## config.mk

```make
export PLATFORM = sky130hd
export DESIGN_NAME = counted_mutex_request_engine
export DESIGN_NICKNAME = d
export VERILOG_FILES = /design/src/hw/rtl/cmre_pkg.sv /design/src/hw/rtl/cmre_ram.sv /design/src/hw/rtl/cmre_front.sv /design/src/hw/rtl/cmre_back.sv /design/src/hw/rtl/counted_mutex_request_engine.sv
export SDC_FILE = /design/constraint.sdc
export NUM_CORES = 1
export LEC_CHECK = 0
export BUFFER_PORTS_ARGS = -buffer_cell sky130_fd_sc_hd__buf_2
export CAP_MARGIN = 20
export CORE_AREA = 5 5 156 218
export CTS_CLUSTER_SIZE = 28
export DETAILED_ROUTE_END_ITERATION = 8
export DIE_AREA = 0 0 161 223
export GPL_TIMING_DRIVEN = 0
export PLACE_DENSITY_LB_ADDON = 0.15
export SYNTH_ARGS = -nofsm -noshare
export SYNTH_HDL_FRONTEND = slang
export SYNTH_HIERARCHICAL = 1
export SYNTH_SLANG_ARGS = --single-unit
```

## constraint.sdc

```tcl
create_clock -name clk_i -period 10.5 [get_ports clk_i]
set_clock_uncertainty 0.15 [all_clocks]
set_input_delay 1.575 -clock clk_i [delete_from_list [all_inputs] [get_ports clk_i]]
set_output_delay 1.575 -clock clk_i [all_outputs]
set_load 0.005 [all_outputs]
```

## src/hw/rtl/cmre_pkg.sv

```systemverilog
// ----------------------------------------------------------------------------
// cmre_pkg
// Shared types and constants of the counted mutex request engine.
// ----------------------------------------------------------------------------
`default_nettype none

package cmre_pkg;

  localparam int unsigned ID_W     = 4;
  localparam int unsigned STAMP_W  = 32;
  localparam int unsigned AMOUNT_W = 4;
  localparam int unsigned PERMIT_W = 4;
  localparam int unsigned STOCK_W  = 16;
  localparam int unsigned CFG_W    = 4;

  localparam logic CFG_NODE_ID    = 1'b0;
  localparam logic CFG_PEER_COUNT = 1'b1;

  localparam logic [1:0] KIND_STATUS  = 2'd0;
  localparam logic [1:0] KIND_REQUEST = 2'd1;
  localparam logic [1:0] KIND_AGREE   = 2'd2;
  localparam logic [1:0] KIND_INCR    = 2'd3;

  localparam logic [1:0] MODE_IDLE = 2'd0;
  localparam logic [1:0] MODE_COMP = 2'd1;
  localparam logic [1:0] MODE_ACQ  = 2'd2;

  localparam logic [2:0] FUNC_ACQUIRE   = 3'd0;
  localparam logic [2:0] FUNC_RELEASE   = 3'd1;
  localparam logic [2:0] FUNC_REQUEST   = 3'd2;
  localparam logic [2:0] FUNC_AGREE     = 3'd3;
  localparam logic [2:0] FUNC_INCREMENT = 3'd4;
  localparam logic [2:0] FUNC_PRODUCE   = 3'd5;

  typedef enum logic [2:0] {
    OP_NONE      = 3'd0,
    OP_ACQUIRE   = 3'd1,
    OP_RELEASE   = 3'd2,
    OP_REQUEST   = 3'd3,
    OP_AGREE     = 3'd4,
    OP_INCREMENT = 3'd5,
    OP_PRODUCE   = 3'd6
  } op_e;

  typedef struct packed {
    logic [2:0]          func;
    logic [STAMP_W-1:0]  stamp;
    logic [ID_W-1:0]     sender;
    logic                consumed;
    logic [AMOUNT_W-1:0] amount;
  } in_item_t;

  typedef struct packed {
    logic [1:0]                 kind;
    logic [ID_W-1:0]            dest;
    logic                       agree_consumed;
    logic [AMOUNT_W-1:0]        sent_amount;
    logic [STAMP_W-1:0]         sent_stamp;
    logic [1:0]                 node_state;
    logic signed [STOCK_W-1:0]  resources;
    logic                       overflow;
    logic                       last;
  } out_item_t;

  typedef struct packed {
    op_e                 op;
    logic [STAMP_W-1:0]  stamp;
    logic [ID_W-1:0]     sender;
    logic                consumed;
    logic [AMOUNT_W-1:0] amount;
  } cmd_t;

endpackage

`default_nettype wire

```

## src/hw/rtl/cmre_ram.sv

```systemverilog
// ----------------------------------------------------------------------------
// cmre_ram
// Generic single write port RAM with one registered read port.
// ----------------------------------------------------------------------------
`default_nettype none

module cmre_ram #(
  parameter int unsigned WIDTH = 4,
  parameter int unsigned DEPTH = 15,
  localparam int unsigned ADDR_W = (DEPTH > 1) ? $clog2(DEPTH) : 1
) (
  input  wire logic                clk_i,
  input  wire logic                we_i,
  input  wire logic [ADDR_W-1:0]   waddr_i,
  input  wire logic [WIDTH-1:0]    wdata_i,
  input  wire logic                re_i,
  input  wire logic [ADDR_W-1:0]   raddr_i,
  output logic      [WIDTH-1:0]    rdata_o
);

  logic [WIDTH-1:0] mem_q [DEPTH];

  always_ff @(posedge clk_i) begin
    if (we_i) begin
      mem_q[waddr_i] <= wdata_i;
    end
    if (re_i) begin
      rdata_o <= mem_q[raddr_i];
    end
  end

endmodule

`default_nettype wire

```

## src/hw/rtl/cmre_front.sv

```systemverilog
// ----------------------------------------------------------------------------
// cmre_front
// Accepts input transactions, decodes the function code and holds the
// decoded commands in a two-entry queue for the back end.
// ----------------------------------------------------------------------------
`default_nettype none

module cmre_front (
  input  wire logic              clk_i,
  input  wire logic              rst_ni,
  input  wire logic              in_valid_i,
  output logic                   in_stall_o,
  input  wire cmre_pkg::in_item_t in_data_i,
  output logic                   cmd_valid_o,
  output cmre_pkg::cmd_t         cmd_o,
  input  wire logic              cmd_pop_i
);

  cmre_pkg::cmd_t entry_q [2];
  cmre_pkg::cmd_t dec;
  logic           wr_ptr_q, rd_ptr_q;
  logic [1:0]     count_q;
  logic           push;

  always_comb begin
    dec.stamp    = in_data_i.stamp;
    dec.sender   = in_data_i.sender;
    dec.consumed = in_data_i.consumed;
    dec.amount   = in_data_i.amount;
    case (in_data_i.func)
      cmre_pkg::FUNC_ACQUIRE:   dec.op = cmre_pkg::OP_ACQUIRE;
      cmre_pkg::FUNC_RELEASE:   dec.op = cmre_pkg::OP_RELEASE;
      cmre_pkg::FUNC_REQUEST:   dec.op = cmre_pkg::OP_REQUEST;
      cmre_pkg::FUNC_AGREE:     dec.op = cmre_pkg::OP_AGREE;
      cmre_pkg::FUNC_INCREMENT: dec.op = cmre_pkg::OP_INCREMENT;
      cmre_pkg::FUNC_PRODUCE:   dec.op = cmre_pkg::OP_PRODUCE;
      default:                  dec.op = cmre_pkg::OP_NONE;
    endcase
  end

  assign in_stall_o  = (count_q == 2'd2);
  assign push        = in_valid_i && !in_stall_o;
  assign cmd_valid_o = (count_q != 2'd0);
  assign cmd_o       = entry_q[rd_ptr_q];

  always_ff @(posedge clk_i) begin
    if (push) begin
      entry_q[wr_ptr_q] <= dec;
    end
  end

  always_ff @(posedge clk_i or negedge rst_ni) begin
    if (!rst_ni) begin
      wr_ptr_q <= 1'b0;
      rd_ptr_q <= 1'b0;
      count_q  <= 2'd0;
    end else begin
      if (push) begin
        wr_ptr_q <= !wr_ptr_q;
      end
      if (cmd_pop_i) begin
        rd_ptr_q <= !rd_ptr_q;
      end
      count_q <= count_q + {1'b0, push} - {1'b0, cmd_pop_i};
    end
  end

endmodule

`default_nettype wire

```

## src/hw/rtl/cmre_back.sv

```systemverilog
// ----------------------------------------------------------------------------
// cmre_back
// Carries out decoded commands: node mode, permits, resource count and the
// deferred requester queue, and drives the registered result channel.
// ----------------------------------------------------------------------------
`default_nettype none

module cmre_back #(
  parameter int unsigned MAX_NODES = 16
) (
  input  wire logic                        clk_i,
  input  wire logic                        rst_ni,
  input  wire logic                        cfg_we_i,
  input  wire logic                        cfg_idx_i,
  input  wire logic [cmre_pkg::CFG_W-1:0]  cfg_wdata_i,
  input  wire logic                        cmd_valid_i,
  input  wire cmre_pkg::cmd_t              cmd_i,
  output logic                             cmd_pop_o,
  output logic                             out_valid_o,
  input  wire logic                        out_stall_i,
  output cmre_pkg::out_item_t              out_data_o
);

  localparam int unsigned QCAP   = MAX_NODES - 1;
  localparam int unsigned ADDR_W = (QCAP > 1) ? $clog2(QCAP) : 1;
  localparam int unsigned CNT_W  = $clog2(MAX_NODES);

  typedef enum logic [1:0] {
    B_RUN  = 2'b01,
    B_WALK = 2'b10
  } bstate_e;

  function automatic logic signed [cmre_pkg::STOCK_W-1:0] sat_add(
    input logic signed [cmre_pkg::STOCK_W-1:0] s,
    input logic signed [5:0]                   d
  );
    logic signed [cmre_pkg::STOCK_W:0] sum;
    sum = $signed({s[cmre_pkg::STOCK_W-1], s}) + $signed({{11{d[5]}}, d});
    if (sum > $signed(17'h07FFF)) begin
      return 16'sh7FFF;
    end else if (sum < $signed(17'h18000)) begin
      return 16'sh8000;
    end
    return sum[cmre_pkg::STOCK_W-1:0];
  endfunction

  bstate_e                                state_q, state_d;
  logic [1:0]                             mode_q, mode_d;
  logic [cmre_pkg::PERMIT_W-1:0]          permit_q, permit_d;
  logic [cmre_pkg::STAMP_W-1:0]           own_stamp_q, own_stamp_d;
  logic signed [cmre_pkg::STOCK_W-1:0]    stock_q, stock_d;
  logic [CNT_W-1:0]                       dcount_q, dcount_d;
  logic [CNT_W-1:0]                       walk_cnt_q, walk_cnt_d;
  logic [ADDR_W-1:0]                      idx_q, idx_d;
  logic [cmre_pkg::ID_W-1:0]              node_id_q;
  logic [cmre_pkg::PERMIT_W-1:0]          peer_count_q;
  logic                                   out_valid_q;
  cmre_pkg::out_item_t                    out_q, res;
  logic                                   out_free, push;
  logic                                   ram_we, ram_re;
  logic [ADDR_W-1:0]                      ram_raddr;
  logic [cmre_pkg::ID_W-1:0]              ram_rdata;
  logic                                   defer, walk_last;
  logic signed [5:0]                      delta;

  assign out_free = !out_valid_q || !out_stall_i;
  assign walk_last = (CNT_W'(idx_q) + CNT_W'(1)) == walk_cnt_q;

  always_comb begin
    state_d     = state_q;
    mode_d      = mode_q;
    permit_d    = permit_q;
    own_stamp_d = own_stamp_q;
    stock_d     = stock_q;
    dcount_d    = dcount_q;
    walk_cnt_d  = walk_cnt_q;
    idx_d       = idx_q;
    res         = '0;
    push        = 1'b0;
    cmd_pop_o   = 1'b0;
    ram_we      = 1'b0;
    ram_re      = 1'b0;
    ram_raddr   = idx_q;
    delta       = '0;
    defer       = 1'b0;
    case (state_q)
      B_RUN: begin
        if (cmd_valid_i && out_free) begin
          cmd_pop_o = 1'b1;
          push      = 1'b1;
          case (cmd_i.op)
            cmre_pkg::OP_ACQUIRE: begin
              mode_d         = cmre_pkg::MODE_COMP;
              permit_d       = '0;
              own_stamp_d    = cmd_i.stamp;
              res.kind       = cmre_pkg::KIND_REQUEST;
              res.sent_stamp = cmd_i.stamp;
            end
            cmre_pkg::OP_RELEASE: begin
              mode_d  = cmre_pkg::MODE_IDLE;
              stock_d = sat_add(stock_q, 6'sh3F);
              if (dcount_q != '0) begin
                push       = 1'b0;
                ram_re     = 1'b1;
                ram_raddr  = '0;
                idx_d      = '0;
                walk_cnt_d = dcount_q;
                dcount_d   = '0;
                state_d    = B_WALK;
              end
            end
            cmre_pkg::OP_REQUEST: begin
              if (mode_q == cmre_pkg::MODE_ACQ) begin
                defer = 1'b1;
              end else if (mode_q == cmre_pkg::MODE_COMP) begin
                defer = (cmd_i.stamp > own_stamp_q) ||
                        ((cmd_i.stamp == own_stamp_q) && (cmd_i.sender > node_id_q));
              end
              if (defer) begin
                if (dcount_q < CNT_W'(QCAP)) begin
                  ram_we   = 1'b1;
                  dcount_d = dcount_q + CNT_W'(1);
                end else begin
                  res.overflow = 1'b1;
                end
              end else begin
                res.kind = cmre_pkg::KIND_AGREE;
                res.dest = cmd_i.sender;
              end
            end
            cmre_pkg::OP_AGREE: begin
              if (mode_q == cmre_pkg::MODE_COMP) begin
                delta   = cmd_i.consumed ? 6'sh3F : 6'sh00;
                stock_d = sat_add(stock_q, delta);
                if (permit_q != '1) begin
                  permit_d = permit_q + cmre_pkg::PERMIT_W'(1);
                end
              end
            end
            cmre_pkg::OP_INCREMENT: begin
              delta   = $signed({2'b00, cmd_i.amount});
              stock_d = sat_add(stock_q, delta);
            end
            cmre_pkg::OP_PRODUCE: begin
              delta           = $signed({2'b00, cmd_i.amount});
              stock_d         = sat_add(stock_q, delta);
              res.kind        = cmre_pkg::KIND_INCR;
              res.sent_amount = cmd_i.amount;
              res.sent_stamp  = own_stamp_q;
            end
            default: begin
            end
          endcase
          if ((cmd_i.op == cmre_pkg::OP_AGREE || cmd_i.op == cmre_pkg::OP_INCREMENT ||
               cmd_i.op == cmre_pkg::OP_PRODUCE) &&
              mode_d == cmre_pkg::MODE_COMP && permit_d == peer_count_q &&
              stock_d > $signed(16'sh0000)) begin
            mode_d = cmre_pkg::MODE_ACQ;
          end
          res.node_state = mode_d;
          res.resources  = stock_d;
          res.last       = 1'b1;
        end
      end
      B_WALK: begin
        if (out_free) begin
          push               = 1'b1;
          res.kind           = cmre_pkg::KIND_AGREE;
          res.dest           = ram_rdata;
          res.agree_consumed = 1'b1;
          res.node_state     = mode_q;
          res.resources      = stock_q;
          res.last           = walk_last;
          if (walk_last) begin
            state_d = B_RUN;
          end else begin
            idx_d     = idx_q + ADDR_W'(1);
            ram_re    = 1'b1;
            ram_raddr = idx_q + ADDR_W'(1);
          end
        end
      end
      default: begin
        state_d = B_RUN;
      end
    endcase
  end

  cmre_ram #(
    .WIDTH (cmre_pkg::ID_W),
    .DEPTH (QCAP)
  ) u_deferred (
    .clk_i   (clk_i),
    .we_i    (ram_we),
    .waddr_i (dcount_q[ADDR_W-1:0]),
    .wdata_i (cmd_i.sender),
    .re_i    (ram_re),
    .raddr_i (ram_raddr),
    .rdata_o (ram_rdata)
  );

  always_ff @(posedge clk_i) begin
    if (push) begin
      out_q <= res;
    end
    walk_cnt_q  <= walk_cnt_d;
    idx_q       <= idx_d;
  end

  always_ff @(posedge clk_i or negedge rst_ni) begin
    if (!rst_ni) begin
      state_q      <= B_RUN;
      mode_q       <= cmre_pkg::MODE_IDLE;
      permit_q     <= '0;
      own_stamp_q  <= '0;
      stock_q      <= '0;
      dcount_q     <= '0;
      out_valid_q  <= 1'b0;
      node_id_q    <= '0;
      peer_count_q <= cmre_pkg::PERMIT_W'(1);
    end else begin
      state_q     <= state_d;
      mode_q      <= mode_d;
      permit_q    <= permit_d;
      own_stamp_q <= own_stamp_d;
      stock_q     <= stock_d;
      dcount_q    <= dcount_d;
      if (push) begin
        out_valid_q <= 1'b1;
      end else if (!out_stall_i) begin
        out_valid_q <= 1'b0;
      end
      if (cfg_we_i) begin
        case (cfg_idx_i)
          cmre_pkg::CFG_NODE_ID:    node_id_q    <= cfg_wdata_i;
          cmre_pkg::CFG_PEER_COUNT: peer_count_q <= cfg_wdata_i;
          default: begin
          end
        endcase
      end
    end
  end

  assign out_valid_o = out_valid_q;
  assign out_data_o  = out_q;

  a_walk_empties_queue: assert property (@(posedge clk_i) disable iff (!rst_ni)
    state_q == B_WALK |-> dcount_q == '0)
    else $error("deferred count not cleared during release walk");

  a_no_pop_in_walk: assert property (@(posedge clk_i) disable iff (!rst_ni)
    state_q == B_WALK |-> !cmd_pop_o)
    else $error("command taken while release walk is running");

  a_partial_only_in_walk: assert property (@(posedge clk_i) disable iff (!rst_ni)
    out_valid_q && !out_q.last |-> state_q == B_WALK)
    else $error("non-final result held outside release walk");

  a_queue_bound: assert property (@(posedge clk_i) disable iff (!rst_ni)
    dcount_q <= CNT_W'(QCAP))
    else $error("deferred count beyond queue capacity");

  a_walk_bound: assert property (@(posedge clk_i) disable iff (!rst_ni)
    state_q == B_WALK |-> (CNT_W'(idx_q) < walk_cnt_q))
    else $error("release walk index beyond queued entries");

endmodule

`default_nettype wire

```

## src/hw/rtl/counted_mutex_request_engine.sv

```systemverilog
// ----------------------------------------------------------------------------
// counted_mutex_request_engine
// One node of timestamp-ordered mutual exclusion over a counted resource.
//
// Input transactions carry local events and received protocol messages on
// in_valid_i/in_stall_o; results leave on out_valid_o/out_stall_i. A
// transaction is taken when valid is high and stall is low.
// A two-entry command queue sits in front of the execution unit, so input is
// taken while results wait. A result is loaded into the output register when
// the execution unit takes its command from the queue. Most inputs yield one
// result and the engine takes one per cycle while the output is free.
// A release with N deferred requesters yields N agreements, one per cycle
// while the output is free, read through the registered deferred-id RAM; no
// command enters execution until the last of them is in the output register.
// A stalled receiver holds the output register; execution waits and the
// command queue fills, then in_stall_o rises.
// Reset empties the queues, returns the node to idle with no permits and no
// stock, and sets node_id to 0 and peer_count to 1. The cfg port writes a
// register at each clock edge with cfg_we_i high.
// ----------------------------------------------------------------------------
`default_nettype none

module counted_mutex_request_engine #(
  parameter int unsigned MAX_NODES = 16
) (
  input  wire logic                        clk_i,
  input  wire logic                        rst_ni,
  input  wire logic                        in_valid_i,
  output logic                             in_stall_o,
  input  wire cmre_pkg::in_item_t          in_data_i,
  output logic                             out_valid_o,
  input  wire logic                        out_stall_i,
  output cmre_pkg::out_item_t              out_data_o,
  input  wire logic                        cfg_we_i,
  input  wire logic                        cfg_idx_i,
  input  wire logic [cmre_pkg::CFG_W-1:0]  cfg_wdata_i
);

  logic           cmd_valid;
  logic           cmd_pop;
  cmre_pkg::cmd_t cmd;

  cmre_front u_front (
    .clk_i       (clk_i),
    .rst_ni      (rst_ni),
    .in_valid_i  (in_valid_i),
    .in_stall_o  (in_stall_o),
    .in_data_i   (in_data_i),
    .cmd_valid_o (cmd_valid),
    .cmd_o       (cmd),
    .cmd_pop_i   (cmd_pop)
  );

  cmre_back #(
    .MAX_NODES (MAX_NODES)
  ) u_back (
    .clk_i       (clk_i),
    .rst_ni      (rst_ni),
    .cfg_we_i    (cfg_we_i),
    .cfg_idx_i   (cfg_idx_i),
    .cfg_wdata_i (cfg_wdata_i),
    .cmd_valid_i (cmd_valid),
    .cmd_i       (cmd),
    .cmd_pop_o   (cmd_pop),
    .out_valid_o (out_valid_o),
    .out_stall_i (out_stall_i),
    .out_data_o  (out_data_o)
  );

endmodule

`default_nettype wire

```

Word-level counts from Yosys, hierarchy flattened --
Memories as Yosys holds them, arrays and structs flattened. A register that Yosys moved wholly into a read port is not among the register bits. Cells that the tools add are included.
Operators by class: add/subtract/negate cells 8, magnitude comparators 10, eq/ne operators 30, multiplexer cells 104, bitwise operators 1, reductions and logical operators 28
Operators by type and width (count):
- 16-bit two-way mux | 13
- 16-bit case mux with 4 select lines | 1
- 32-bit case mux with 2 select lines | 1
- 4-bit two-way mux | 13
- 17-bit by 16-bit greater-than comparator with 1-bit output (second input constant) | 3
- 17-bit by 16-bit < comparator with 1-bit output (second input constant) | 3
- 1-bit two-way mux | 50
- 18-bit case mux with 2 select lines | 1
- 32-bit == test | 1
- 32-bit greater-than comparator | 1
- 4-bit case mux with 2 select lines | 3
- 20-bit two-way mux | 1
- 18-bit two-way mux | 1
- 6-bit two-way mux | 3
- 3-bit case mux with 6 select lines | 1
- 16-bit by 1-bit adder with 17-bit output (second input constant) | 1
- 16-bit by 5-bit adder with 17-bit output | 1
- 16-bit by 6-bit adder with 17-bit output | 1
- 16-bit by 1-bit greater-than comparator with 1-bit output (second input constant) | 1
- 2-bit two-way mux | 8
- 2-bit by 1-bit inequality test with 1-bit output (second input constant) | 8
- 3-bit == test (second input constant) | 5
- 4-bit by 1-bit adder with 4-bit output (second input constant) | 3
- 3-bit by 2-bit == test with 1-bit output (second input constant) | 4
- 27 further kinds | 53
Storage, ports and cells: bits in registers 144, bits in writable memories 148, input bits 54, output and inout bits 65, logic and storage cells 206, memories 2
Memory list:
- u_front.entry_q | depth 2, width 44, rd ports 1, clocked after Yosys merged registers in 0, wr ports 1, RTL line cmre_front.sv:19 | cmre_pkg::cmd_t entry_q [2];
- u_back.u_deferred.mem_q | depth 15, width 4, rd ports 1, clocked after Yosys merged registers in 1, wr ports 1, RTL line cmre_ram.sv:21 | logic [WIDTH-1:0] mem_q [DEPTH];

Logic depth before layout (Yosys ltp) --
Gate-level depths: netlist (run 1). An unclocked memory read counts as a cell.
depth after elaboration 20, mapped depth 19, mapped depth without buffers 16

By module --
The synthesis (run 1) kept the hierarchy.
Modules (own cells, without submodules):
- cmre_back | instances 1, cells an instance 1059, area an instance 9435.3 um^2, sequential area each 3821.2 um^2
- cmre_front | instances 1, cells an instance 159, area an instance 3603.5 um^2, sequential area each 2742.6 um^2
- cmre_ram | instances 1, cells an instance 130, area an instance 2562.5 um^2, sequential area each 1921.8 um^2

Least setup slack after synthesis (run 1) --
No wires, ideal clock.
path type input port to flip-flop, start point in out_stall_i, end point reg u_back.out_q, in the netlist u_back/out_data_o[0], enable pin, setup time 484 ps, arrival 5033 ps, required time 9866 ps, path slack 4833 ps, stages 6, path buffers 1, cell sequence nand2_1 > nand3_1 > inv_1 > clkbuf_1 > a21oi_1 > nor2_1
Between the ends: longest elaborated chain between the ends 5, elaborated cells between the ends (all ways) 6, those cells by class mux (3); reduce/logical (3)
Ends and longest elaborated chain:
- start: declaration | RTL line counted_mutex_request_engine.sv:32 | input wire logic out_stall_i,
- 1-bit logical NOT (*) | RTL line cmre_back.sv:66 | assign out_free = !out_valid_q || !out_stall_i;
- 1-bit logical OR (*) | RTL line cmre_back.sv:66
- 1-bit logical AND | RTL line cmre_back.sv:88 | if (cmd_valid_i && out_free) begin
- 1-bit two-way mux | RTL line cmre_back.sv:88
- 1-bit case mux with 2 select lines (*) | RTL line cmre_back.sv:86 | case (state_q)
- via u_back.push | RTL line cmre_back.sv:59 | logic out_free, push;
- end signal: assignment | RTL line cmre_back.sv:204 | out_q <= res;
- end: declaration | RTL line cmre_back.sv:58 | cmre_pkg::out_item_t out_q, res;
The timed path passes the listed nets; every way through them passes the cells marked *. A chain may end at the register's enable or synchronous reset.

==> flow_metrics.tcl, run 1 <==
set metrics [dict create \
    status "completed" \
    synth_edf_count 219 \
    ctsHoldBuffers 0 \
    port_buffers 118 \
    fin_setup_tns_ps 0 \
    grt_pass1_wl_um 63800 \
    drv_slew 0 \
    rsz0062_at_grt "false" \
    dp_cells 1872 \
    syn_area_um2 15600 \
    r2r_start "u_front/rd_ptr_q" \
    r2r_cells 19 \
    max_slew.worst_pin.slew_ps 1050 \
    arrival_ps 5810 \
    fp-row-count 78 \
    dp_hpwl_um 31400 \
    setup_violations 0 \
    ctsLongestPathBuffers 3 \
    yosysWarnings 6 \
    synth_ff_type "edfxtp_1" \
    drtPass1Iterations 4 \
    cp-start-kind "register" \
    grt_max_degree 53 \
    layout.nets 1624 \
    num_io_pins 119 \
    hold_viol_final 0 \
    gr-total-overflow 0 \
    die_y_um 223 \
    cts_sinks 296 \
    grt_pass1_vias 11200 \
    synth_cell_types 98 \
    wl_per_cell_um 21.8 \
    crit_type "register to register" \
    worstHoldEndpoint "u_front/count_q[1]" \
    start_util_pct 48.7 \
    period_share_pct 54.4 \
    syn_to_final_growth_pct 14.1 \
    cts_resized 0 \
    async_flop_share_pct 24.7 \
    rr_endpoint "u_back/out_data_o[19]" \
    yosys-top-cells-area "edfxtp_1 42%, dfrtp_1 11%, ha_1 5.3%" \
    slew_headroom_pct 29.4 \
    fmax_mhz 175 \
    synth_area_leader_cell "edfxtp_1" \
    cp.required_ps 10600 \
    max-cap-violations 0 \
    synth-seq-cells 296 \
    cts.clk_slew.worst_paths_ps 70 \
    path_max_fanout 17 \
    cts_made_buffers 28 \
    core-area_um2 32000 \
    grtUsageTotal_pct 22.9 \
    die_x_um 161 \
    irDropWorstVdd_mv 0.162 \
    cts_tree "done" \
    final_cells 1925 \
    drc_errors 0 \
    r2r_setup_slack_ps 4790 \
    cts_setup_buffers 0 \
    leakage_nw 7.12 \
    dpl-instance-area_um2 16800 \
    period_minus_slack_ps 5710 \
    vias 11100 \
    finalWirelength_um 42100 \
    drt_iter0_markers 570 \
    syn-num-nets 1470 \
    clk_latency_ps 550 \
    design_area_um2 17800 \
    holdPathStages 1 \
    cts_root_buf "clkbuf_16" \
    power.density_nw_per_um2 316 \
    final_antenna_net_count 0 \
    hp-start "u_front/count_q[1]" \
    htreeDepth 1 \
    synth_top_area_share_pct 42.2 \
    die_area_um2 35900 \
    critPathCaptureType "register" \
    avgSynthCellArea_um2 11.6 \
    routabilityCongestion 0.969 \
    layout-drive-gt1-share_pct 19.2 \
    yosysSeqAreaShare_pct 54.4 \
    synthCells 1348 \
    viasPerCell 5.79 \
    hold_class "register to register" \
    antenna_found_initial 4 \
]
[per-stage QoR]
stage | utilization (%) | hold WS [ps] | power [mW] | worst slack, ps
detailed placement | 52.6 | 337 | 4.59 | 4870
floorplan | - | 310 | 3.67 | 4830
global placement | 52.1 | 328 | 4.54 | 2580
finish | 55.6 | 350 | 5.62 | 4790
global route | 55.6 | 377 | 5.96 | 4570
CTS | 55.6 | 354 | 5.64 | 4830
[cell type report]
type,instances,area [um2]
well taps,400,500
diodes,1,2.50
plain buffers,55,425
multi-input cells,938,6490
repair buffers,124,719
fillers,2749,14200
inverters,59,221
flip-flops and latches,296,8490
clock buffers,45,856
clock inverters,7,93.8
[cells in the mapped netlist (7+ instances only)]
library cell / instances
nor3_1: 24
clkbuf_8: 7
o21a_1: 11
and2_1: 9
nor4_1: 10
a21oi_1: 89
xor2_1: 18
nand2b_1: 28
ha_1: 66
o21ai_1: 11
inv_1: 57
clkbuf_1: 31
a21o_1: 19
buf_6: 7
nor2_1: 80
nand4_1: 12
o22ai_1: 10
o211ai_1: 13
nor2b_1: 12
xnor2_1: 23
nand2_1: 198
dfrtp_1: 71
nand3_1: 22
a31oi_1: 13
mux2_2: 19
a211oi_1: 9
edfxtp_1: 219
mux2_4: 40
o21ai_0: 80
[per-layer routing]
layer	track usage (%)	vias up	wire [um]
li1	-	5280	-
met1	25.8	5477	15700
met2	43.1	272	22600
met3	2.72	109	1580
met4	10.1	6	2060
met5	0	-	28
[placed cells by master (no fill, tap or decap), types with 10 or more instances in the layout]
cell and count:
edfxtp_1 219, nand2_1 198, buf_2 120, a21oi_1 89, o21ai_0 80, nor2_1 78, dfrtp_1 71, ha_1 66
inv_1 57, clkbuf_1 40, mux2_4 40, clkbuf_16 29, nand2b_1 28, xnor2_1 23, nor3_1 23, nand3_1 22
a21o_1 19, mux2_2 19, xor2_1 18, clkbuf_8 14, o211ai_1 13, a31oi_1 13, nand4_1 12, nor2b_1 12
o21ai_1 11, o21a_1 11, nor4_1 10, o22ai_1 10
[worst max path at each step]
stage	end	slack, ps	cells after the start	from
6_report	u_back/out_data_o[19]	4790	19	u_front/rd_ptr_q
5_1_grt	u_back/out_data_o[19]	4570	19	u_front/rd_ptr_q
4_1_cts	u_back/out_data_o[19]	4830	19	u_front/rd_ptr_q
3_5_place_dp	u_back/out_data_o[19]	4870	19	u_front/rd_ptr_q
3_3_place_gp	u_back/out_data_o[55]	2580	7	out_stall_i
2_1_floorplan	u_back/out_data_o[0]	4830	6	out_stall_i
[registers in the layout, indices dropped and copies added (netlist names)]
name and count:
u_back/dcount_q 4, u_back/idx_q 4, u_back/mode_q 2, u_back/node_id_q 4, u_back/out_data_o 63, u_back/out_valid_o 1, u_back/own_stamp_q 32, u_back/peer_count_q 4
u_back/permit_q 4, u_back/state_q 2, u_back/stock_q 16, u_back/u_deferred/mem_q 60, u_back/u_deferred/rdata_o 4, u_back/walk_cnt_q 4, u_front/count_q 2, u_front/entry_q 88
u_front/rd_ptr_q 1, u_front/wr_ptr_q 1
[worst max-delay path: stages (launching register included)]
cell and delay (ps):
dfrtp_1 340, buf_6 190, buf_12 190, mux2_4 420, ha_1 270, inv_1 80, fa_1 210, nand2b_1 140
a21oi_1 90, nor2b_1 200, o21ai_1 150, a211oi_2 680, clkbuf_1 480, nand2_1 200, a311o_1 440, nor3_1 270
nand4_2 150, o41ai_2 390, or2_1 230, a21oi_1 130
[power breakdown]
group          internal, mW  switching, mW  total, mW
clock network         0.608          0.429       1.04
logic                  1.05           1.66       2.71
registers              1.68          0.181       1.86
[cells by family after synthesis]
| group | count (synthesis) | share of synthesized area, % |
|---|---|---|
| AND/OR/NAND/NOR | 441 | 13.5 |
| AO/OA/AOI/OAI | 308 | 12.5 |
| buffers and inverters | 114 | 4.15 |
| multiplexers | 74 | 7.29 |
| flip-flops | 296 | 54.4 |
| XOR/XNOR | 41 | 2.30 |
| adder cells (fa/ha/maj) | 74 | 5.93 |
No activity file was read; power rests on OpenSTA's default activity.
==> run 2, diff against run 1 <==
Clock period 10.5 ns to 5.4 ns, I/O delays scaled along.
==> run 2 against run 1 <==
Compared with the run above:
- design area increased by 0.19%
- critical endpoint unchanged
- critical path type unchanged
- hold slack got worse by 320 ps
- non-clock buffer count increased by 2
- via count decreased by 0.23%
- register-to-register slack got worse by 4600 ps
- final cell count increased by 0.10%
- count of clock-buffer cells in the layout unchanged
- first-iteration DRC count decreased by 0.88%
==> flow_metrics.tcl, run 2 (synthesized netlist as in run 1, its figures left out) <==
set metrics [dict create \
    syn_to_final_growth_pct 14.3 \
    rsz0062_at_grt "false" \
    htreeDepth 1 \
    fmax_mhz 192 \
    critPathCaptureType "register" \
    final_common_cell "edfxtp_1" \
    grt_max_degree 53 \
    viasPerCell 5.77 \
    layout.nets 1626 \
    antenna_found_initial 4 \
    regMostFlops "u_front/entry_q" \
    die_y_um 223 \
    power.density_nw_per_um2 616 \
    cts_tree "done" \
    cp-endpoint "u_back/out_data_o[19]" \
    grtUsageTotal_pct 22.9 \
    crit_type "register to register" \
    die_area_um2 35900 \
    max-cap-violations 0 \
    cts_made_buffers 28 \
    drv_slew 0 \
    cts_sinks 296 \
    period_share_pct 96.6 \
    startpoint "u_front/rd_ptr_q" \
    r2r_cells 19 \
    layout-drive-gt1-share_pct 19.5 \
    cts_root_buf "clkbuf_16" \
    final_antenna_net_count 0 \
    path_max_fanout 17 \
    gr-total-overflow 0 \
    port_buffers 118 \
    clk_latency_ps 550 \
    start_util_pct 48.7 \
    gr-usage-met3_pct 2.72 \
    drtPass1Iterations 5 \
    p_total_mw 11.0 \
    hold_viol_final 0 \
    met1_usage_pct 25.8 \
    dp_hpwl_um 31400 \
    arrival_ps 5320 \
    dp_cells 1872 \
    place_ws_ps -227 \
    grt_pass1_wl_um 63900 \
    finalWirelength_um 42100 \
    cp-start-kind "register" \
    fp-row-count 78 \
    final_cells 1927 \
    core-area_um2 32000 \
    drc_errors 0 \
    busiest_layer "met2" \
    leakage_nw 7.14 \
    drt_iter0_markers 565 \
    die_x_um 161 \
    irDropWorstVdd_mv 0.315 \
    rr_endpoint "u_back/out_data_o[19]" \
    cp.required_ps 5500 \
    setup_slack_ps 181 \
    r2r_start "u_front/rd_ptr_q" \
    period_minus_slack_ps 5220 \
    fin_setup_tns_ps 0 \
    routabilityCongestion 0.969 \
    cts.clk_slew.worst_paths_ps 70 \
    largest_register_ffs 88 \
    grt_pass1_vias 11300 \
    ctsHoldBuffers 0 \
    max_slew.worst_pin.slew_ps 1050 \
    slew_headroom_pct 29.2 \
    num_io_pins 119 \
    vias 11100 \
    wl_per_cell_um 21.8 \
    hold_class "input port to asynchronous set/reset pin" \
    most-common-layout-cells "219 x edfxtp_1, 198 x nand2_1, 120 x buf_2" \
    setup_violations 0 \
    status "completed" \
    grt_use_met2_pct 43.2 \
    r2r_setup_slack_ps 180 \
    ctsLongestPathBuffers 3 \
]
-- run 2: cell type report --
| cell class | instances | area (um2) |
|---|---|---|
| fill | 2751 | 14200 |
| sequential | 296 | 8490 |
| multi-input combinational | 938 | 6500 |
| clock buffer | 45 | 856 |
| timing repair buffer | 126 | 734 |
| tap | 400 | 500 |
| buffer | 55 | 430 |
| inverter | 59 | 221 |
| clock inverter | 7 | 93.8 |
| antenna | 1 | 2.50 |
-- run 2: repair_timing --
item                                    4_1_cts  5_1_grt
cloned                                        0        0
pin swaps                                     1        0
gates resized for setup                       2        6
endpoints found under the setup margin        4        3
setup buffers                                 2        0
-- run 2: metal layers --
| layer | vias to the layer above | share of wire (%) |
|---|---|---|
| met5 | - | 0.067 |
| met4 | 6 | 5.1 |
| met3 | 114 | 3.8 |
| met2 | 279 | 54 |
| met1 | 5432 | 37 |
| li1 | 5287 | - |
-- run 2: worst min-delay path by stage --
stage / start / endpoint / slack [ps] / cells after the start
after floorplan: u_front/count_q[1] / u_front/count_q[1] / 310 / 1
after global placement: u_front/wr_ptr_q / u_front/wr_ptr_q / 330 / 1
after detailed placement: u_front/count_q[1] / u_front/count_q[1] / 340 / 1
after CTS: rst_ni / u_back/stock_q[11] / 30 / 1
after global routing: rst_ni / u_back/stock_q[11] / 40 / 1
final: rst_ni / u_back/stock_q[3] / 30 / 1
-- run 2: metrics by stage --
step	utilization (%)	hold WS, ps	area (um2)
after detailed placement	52.6	337	16800
after global placement	52.1	328	16700
after CTS	55.7	27.0	17800
after floorplan	-	310	15600
after global routing	55.7	41.7	17800
final	55.7	30.6	17800
-- run 2: power by group --
part	switching (mW)	internal, mW
Sequential	0.351	3.27
Combinational	3.25	2.08
Clock	0.835	1.18
Total	4.44	6.53
-- run 2: worst max-delay path: stages, from the launching register on --
cell and delay (ps):
dfrtp_1 340, buf_6 190, buf_12 190, mux2_4 420
ha_1 270, inv_1 80, fa_1 210, nand2b_1 140
a21oi_1 100, nor2b_1 200, o21ai_1 180, a211oi_4 430
clkbuf_4 310, nand2_1 120, a311o_1 420, nor3_1 270
nand4_2 150, o41ai_2 400, or2_1 230, a21oi_1 130
